<file path="src/sv/crse_pkg.sv">
// Shared types, field widths and operation codes of the Catmull-Rom spline evaluator.
package crse_pkg;

   // Field widths of one transfer.
   localparam int OP_W    = 2;
   localparam int COORD_W = 24;
   localparam int SEG_W   = 6;
   localparam int TFRAC_W = 16;
   localparam int ST_W    = 2;
   localparam int REQ_W   = OP_W + 2 * COORD_W + SEG_W + TFRAC_W;

   // Saturation limits of a Q16.8 coordinate.
   localparam int COORD_MAX = 8388607;
   localparam int COORD_MIN = -8388608;

   // Operation codes.
   localparam logic [OP_W-1:0] OP_APPEND = 2'd0;
   localparam logic [OP_W-1:0] OP_EVAL   = 2'd1;
   localparam logic [OP_W-1:0] OP_CLEAR  = 2'd2;
   localparam logic [OP_W-1:0] OP_NOP    = 2'd3;

   // Result status codes.
   localparam logic [ST_W-1:0] ST_OK    = 2'd0;
   localparam logic [ST_W-1:0] ST_RANGE = 2'd1;
   localparam logic [ST_W-1:0] ST_FULL  = 2'd2;

   // Commands from the controller to the datapath.
   typedef struct packed {
      logic            take;
      logic            append;
      logic            clear;
      logic            st_load;
      logic [ST_W-1:0] st_code;
      logic            idx_open;
      logic            mod_start;
      logic            mod_step;
      logic            idx_loop;
      logic            sq_en;
      logic            tt_en;
      logic            cu_en;
      logic            ttt_en;
      logic            basis_en;
      logic            rd_en;
      logic [1:0]      rd_sel;
      logic            mul_en;
      logic [1:0]      mul_sel;
      logic            acc_load;
      logic            acc_add;
      logic            rsp_load;
   } crse_cmd_type;

   // Status from the datapath to the controller.
   typedef struct packed {
      logic [OP_W-1:0] op;
      logic            loop_mode;
      logic            full;
      logic            open_ok;
      logic            count_zero;
      logic            out_free;
   } crse_sts_type;

endpackage

</file>
<file path="src/sv/crse_ctrl.sv">
// Controller state machine that sequences one operation at a time.
module crse_ctrl
   import crse_pkg::*;
(
   input  logic         clock,
   input  logic         reset,
   input  logic         req_tvalid,
   output logic         req_tready,
   input  crse_sts_type sts,
   output crse_cmd_type cmd
);

   localparam logic [2:0] S_IDLE   = 3'd0;
   localparam logic [2:0] S_DECODE = 3'd1;
   localparam logic [2:0] S_MOD    = 3'd2;
   localparam logic [2:0] S_IDX    = 3'd3;
   localparam logic [2:0] S_POW    = 3'd4;
   localparam logic [2:0] S_MAC    = 3'd5;
   localparam logic [2:0] S_FIN    = 3'd6;

   localparam logic [2:0] MOD_LAST = 3'(SEG_W - 1);
   localparam logic [2:0] POW_LAST = 3'd4;
   localparam logic [2:0] MAC_LAST = 3'd5;

   logic [2:0] state_ff, state_in;
   logic [2:0] cnt_ff, cnt_in;
   logic [2:0] cnt_m1;

   assign req_tready = (state_ff == S_IDLE);
   assign cnt_m1     = cnt_ff - 3'd1;

   always_comb begin
      state_in = state_ff;
      cnt_in   = cnt_ff;
      cmd      = '0;
      unique case (state_ff)
         S_IDLE: begin
            if (req_tvalid) begin
               cmd.take = 1'b1;
               state_in = S_DECODE;
            end
         end
         S_DECODE: begin
            cmd.st_load = 1'b1;
            cmd.st_code = ST_OK;
            cnt_in      = 3'd0;
            state_in    = S_FIN;
            unique case (sts.op)
               OP_APPEND: begin
                  if (sts.full) begin
                     cmd.st_code = ST_FULL;
                  end else begin
                     cmd.append = 1'b1;
                  end
               end
               OP_EVAL: begin
                  if (sts.loop_mode) begin
                     if (sts.count_zero) begin
                        cmd.st_code = ST_RANGE;
                     end else begin
                        cmd.mod_start = 1'b1;
                        state_in      = S_MOD;
                     end
                  end else if (sts.open_ok) begin
                     cmd.idx_open = 1'b1;
                     state_in     = S_POW;
                  end else begin
                     cmd.st_code = ST_RANGE;
                  end
               end
               OP_CLEAR: begin
                  cmd.clear = 1'b1;
               end
               default: begin
                  cmd.st_code = ST_OK;
               end
            endcase
         end
         S_MOD: begin
            cmd.mod_step = 1'b1;
            cnt_in       = cnt_ff + 3'd1;
            if (cnt_ff == MOD_LAST) begin
               state_in = S_IDX;
            end
         end
         S_IDX: begin
            cmd.idx_loop = 1'b1;
            cnt_in       = 3'd0;
            state_in     = S_POW;
         end
         S_POW: begin
            cmd.sq_en    = (cnt_ff == 3'd0);
            cmd.tt_en    = (cnt_ff == 3'd1);
            cmd.cu_en    = (cnt_ff == 3'd2);
            cmd.ttt_en   = (cnt_ff == 3'd3);
            cmd.basis_en = (cnt_ff == POW_LAST);
            cnt_in       = cnt_ff + 3'd1;
            if (cnt_ff == POW_LAST) begin
               cnt_in   = 3'd0;
               state_in = S_MAC;
            end
         end
         S_MAC: begin
            cmd.rd_en    = (cnt_ff <= 3'd3);
            cmd.rd_sel   = cnt_ff[1:0];
            cmd.mul_en   = (cnt_ff >= 3'd1) && (cnt_ff <= 3'd4);
            cmd.mul_sel  = cnt_m1[1:0];
            cmd.acc_load = (cnt_ff == 3'd2);
            cmd.acc_add  = (cnt_ff >= 3'd3);
            cnt_in       = cnt_ff + 3'd1;
            if (cnt_ff == MAC_LAST) begin
               state_in = S_FIN;
            end
         end
         S_FIN: begin
            if (sts.out_free) begin
               cmd.rsp_load = 1'b1;
               state_in     = S_IDLE;
            end
         end
         default: begin
            state_in = S_IDLE;
         end
      endcase
   end

   always_ff @(posedge clock) begin
      if (reset) begin
         state_ff <= S_IDLE;
         cnt_ff   <= 3'd0;
      end else begin
         state_ff <= state_in;
         cnt_ff   <= cnt_in;
      end
   end

`ifndef NO_ASSERTIONS
   // The single store port never sees a write and a read together.
   a_port_conflict: assert property (@(posedge clock) disable iff (reset)
      !(cmd.rd_en && cmd.append))
      else $error("store write and read in the same cycle");

   // A product is formed only from data read in the previous cycle.
   a_mul_after_read: assert property (@(posedge clock) disable iff (reset)
      cmd.mul_en |-> $past(cmd.rd_en))
      else $error("multiply without a preceding store read");

   // A result is loaded only when the output register can take it.
   a_load_free: assert property (@(posedge clock) disable iff (reset)
      cmd.rsp_load |-> sts.out_free)
      else $error("result loaded over a pending result");

   // The last remainder step is followed by the index computation.
   a_mod_to_idx: assert property (@(posedge clock) disable iff (reset)
      (state_ff == S_MOD && cnt_ff == MOD_LAST) |=> (state_ff == S_IDX))
      else $error("remainder sequence did not end in index step");
`endif

endmodule

</file>
<file path="config.mk">
export PLATFORM = sky130hd
export DESIGN_NAME = crse_ctrl
export DESIGN_NICKNAME = d
export VERILOG_FILES = /design/src/sv/crse_pkg.sv /design/src/sv/crse_ctrl.sv
export SDC_FILE = /design/constraint.sdc
export NUM_CORES = 1
export LEC_CHECK = 0
export BUFFER_PORTS_ARGS = -buffer_cell sky130_fd_sc_hd__buf_2
export CORE_MARGIN = 2
export CORE_UTILIZATION = 25
export CTS_CLUSTER_DIAMETER = 120
export CTS_CLUSTER_SIZE = 16
export DETAILED_ROUTE_END_ITERATION = 10
export PLACE_DENSITY_LB_ADDON = 0.25
export SKIP_CTS_REPAIR_TIMING = 1
export SYNTH_ARGS = -nofsm -noshare
export SYNTH_HDL_FRONTEND = slang
export SYNTH_SLANG_ARGS = --single-unit
</file>
<file path="constraint.sdc">
create_clock -name clock -period 1.8 [get_ports clock]
set_clock_uncertainty 0.2 [all_clocks]
set_input_delay 0.36 -clock clock [delete_from_list [all_inputs] [get_ports clock]]
set_output_delay 0.36 -clock clock [all_outputs]
set_load 0.005 [all_outputs]
</file>
# Word-level counts from Yosys, hierarchy flattened
# Cells that the tools add are included.
[totals]
wordCells = 68
ff_bits = 6
[op_classes]
order_cmp = 4
mux = 34
n_addsub = 2
n_reduce_logical = 8
n_eq_ne = 18
[ops]
columns = ["operator", "count"]
rows = [
  ["$mux 3", 9],
  ["$pmux 3 s7", 1],
  ["$mux 1", 16],
  ["$eq 3x3->1 const B", 5],
  ["$eq 3x2->1 const B", 4],
  ["$ne 2x2->1 const B", 5],
  ["$pmux 3 s3", 1],
  ["$mux 8", 1],
  ["$mux 7", 1],
  ["$eq 3x1->1 const B", 2],
  ["$logic_not 3->1", 2],
  ["$mux 2", 3],
  ["$mux 5", 1],
  ["$reduce_and 5->1", 1],
  ["$pmux 2 s2", 1],
  ["$reduce_or 2->1", 2],
  ["$add 3x1->3 const B", 1],
  ["$ge 3x1->1 const B", 1],
  ["$ge 3x2->1 const B", 1],
  ["$le 3x2->1 const B", 1],
  ["$le 3x3->1 const B", 1],
  ["$reduce_bool 3->1", 1],
  ["$eq 2x1->1 const B", 1],
  ["$eq 2x2->1 const B", 1],
  ["other kinds (3)", 3],
]

# Longest topological paths before layout
[depth]
ltp_word = 4
ltp_mapped = 7
depth_no_buf = 6

# Worst setup path before layout
# No wires, ideal clock.
[synth_path]
kind = "reg2reg"
from = "reg cnt_ff[0]"
to = "reg cnt_ff[1]"
arrival_time_ns = 1.404
t_required_ns = 1.521
slack_ns = 0.117
path_stages_with_launch = 8
n_path_buf = 1
cell_sequence = "dfxtp_1 buf_2 inv_1 ha_1 and3b_1 nor3b_1 a21oi_1 a211oi_2"
[synth_via]
elab_chain_cells = 3
[synth_rtl]
columns = ["item", "line_no", "rtl"]
rows = [
  ["start: declaration", "crse_ctrl.sv:26", "logic [2:0] cnt_ff, cnt_in;"],
  ["start signal: assignment", "crse_ctrl.sv:133", "cnt_ff <= cnt_in;"],
  ["$add 3x1->3 or $eq 3x3->1 (tied branches)", "--", ""],
  ["$mux 3", "crse_ctrl.sv:98", "if (cnt_ff == POW_LAST) begin"],
  ["$pmux 3 s3 *", "crse_ctrl.sv:36", "unique case (state_ff)"],
]
# Mark *: on every way between the ends. The rest lies on a longest branch, timed or not.
# A chain may end at the register's enable or synchronous reset.

==> reports/metrics.cfg <==
[pwr]
leakage_nw = 0.499
powerDensity_nw_per_um2 = 1310
peakVddDrop_mv = 0.596

[floorplanning]
core_area_um2 = 2760
fp.dieH_um = 57.9
start_util_pct = 26.3
dieArea_um2 = 3350
io_pins = 35
die_width_um = 57.9
row_count = 19

[global_route]
grt_pass1_vias = 733
grtUsageTotal_pct = 11.7
grt_pass1_wl_um = 3080
grt_max_degree = 21
overflow = 0
antenna_found_initial = 0

[timing]
setup_viol = 11
worst_slack_ns = -0.123
hold_ws_ns = 0.163
fmax_mhz = 520
worst_pin_slew_ns = 0.351
hold_viol_final = 0
finalCriticalPeriod_ns = 1.92
max_slew_margin_pct = 76.0
rsz0062_at_grt = true
period_share_pct = 107
slew_violations = 0

[status]
violations = negative setup slack
outcome = finished with violations

[cells_and_area]
antennaDiodeCount = 0
final_util_pct = 40.6
final_cell_mix = buf_2, nor2_1, a21oi_1
finalNetCount = 157
areaGrowthSynthToFinish_pct = 54.1
fin_cells = 171
layout-drive-gt1-share_pct = 51.4
layout_commonest_cell = buf_2

[placement]
post-dp-hpwl_um = 1510
io_buffers = 34
placed_cells = 168
gp_congestion = 0.723

[clock_tree]
cts_max_path_buffers = 2
clk_pin_slew_ns = 0.05
cts_made_buffers = 3
cts_tree = built
htreeDepth = 1
clock_latency_ns = 0.25
clock-sinks = 6
cts_root_buf = clkbuf_4

[yosys]
synthDistinctLibCells = 33
syn_avg_cell_area_um2 = 7.05
synth_nets = 118
ys_ff_latch = 6
netlist_instances = 103
synth_area_um2 = 726
synth_warnings = 0
synth-seq-area-share_pct = 16.6

[setup_path]
crit_arrival_ns = 1.36
crit_fanout = 8
r2r_setup_slack_ns = 0.19
worstPathCellList = or3b_4, nor2_4, and2_1, buf_2
cp-start-kind = flip-flop
critPathMaxStageDelay_ns = 0.43
criticalPathCategory = flip-flop to output pin
worstPathRequired_ns = 1.24
crit_slowest_cell = or3b_4
worstSetupEndpointType = output pin

[detailed_routing]
firstDrtPassIters = 4
drc = 0
vias = 839
wire_per_inst_um = 12.6
wl_um = 2160
ant_nets = 0
viasPerCell = 4.91
drt_iter0_markers = 18

[hold_path]
min_path_type = input port to flip-flop

[run]
maxCapViolations = 0

==> per-layer routing <==
layer	wire length, µm	vias up	track usage [%]
li1	-	433	-
met1	971	389	15.8
met2	1100	15	18.2
met3	64	2	2.90
met4	20	0	3.99
met5	0	-	0
==> critical path, delay by kind of cell, from the launching register on <==
| kind | cells | cell delay, ns |
|---|---|---|
| buffers and inverters | 1 | 0.11 |
| DFF | 1 | 0.35 |
| and+or+nand+nor | 3 | 0.66 |
==> sequential cells by signal, indices dropped and copies added, names as in the netlist <==
name      flops
state_ff      3
cnt_ff        3
==> synth_stat cells (all sizes together) <==
cell type,instances,area share [%]
nor2,21,11
a21oi,10,7.4
buf,7,6.9
dfxtp,6,17
nand2,6,3.1
ha,5,8.6
inv,5,2.6
nor3,5,3.4
nor3b,5,5.2
and2,4,3.4
nand2b,4,3.4
a211oi,2,2.8
and3b,2,2.4
mux2i,2,2.8
nand3,2,1.4
nor4b,2,2.4
o21ai,2,1.4
o31ai,2,2.1
or3b,2,2.4
a2111oi,1,1.2
a22o,1,1.2
a32o,1,1.4
and2b,1,1.0
nand4b,1,1.2
nor2b,1,0.86
nor4bb,1,1.4
o21bai,1,1.0
xnor2,1,1.2
==> cells by family after synthesis <==
group	count (synthesis)	share of synthesized area [%]
XOR/XNOR	1	1.21
adder cells (fa/ha/maj)	5	8.62
multiplexers	2	2.76
buffers and inverters	12	9.48
flip-flops	6	16.6
AO/OA/AOI/OAI	20	18.4
AND/OR/NAND/NOR	57	42.9
==> through the flow <==
| stage | power [mW] | setup TNS, ns | setup WS, ns | area (µm²) |
|---|---|---|---|---|
| 6_report | 1.47 | -0.591 | -0.123 | 1120 |
| 5_1_grt | 1.61 | -2.02 | -0.180 | 1120 |
| 4_1_cts | 1.25 | -2.70 | -0.202 | 972 |
| 3_5_place_dp | 1.12 | 0 | 0.0720 | 950 |
| 3_3_place_gp | 1.11 | 0 | 0.0695 | 950 |
| 2_1_floorplan | 0.869 | 0 | 0.117 | 726 |
==> cell type report <==
cell class                 count  area (µm²)
timing repair buffer          41         239
clock buffer                   3        22.5
fill                         292        1640
inverter                       5        23.8
multi-input combinational     85         661
tap                           31        38.8
sequential                     6         134
==> path summary, 6_finish.rpt <==
check         startpoint           to  cells past startpoint
max          state_ff[1]      cmd[13]                      4
min                reset    cnt_ff[1]                      2
max reg2reg    cnt_ff[0]  state_ff[1]                      5
min reg2reg  state_ff[2]    cnt_ff[1]                      2
==> power by group <==
part / internal (mW) / total, mW / switching, mW
logic: 0.510 / 1.04 / 0.529
clock network: 0.0758 / 0.129 / 0.0536
registers: 0.201 / 0.297 / 0.0953
Power figures use the tool's default switching activity.
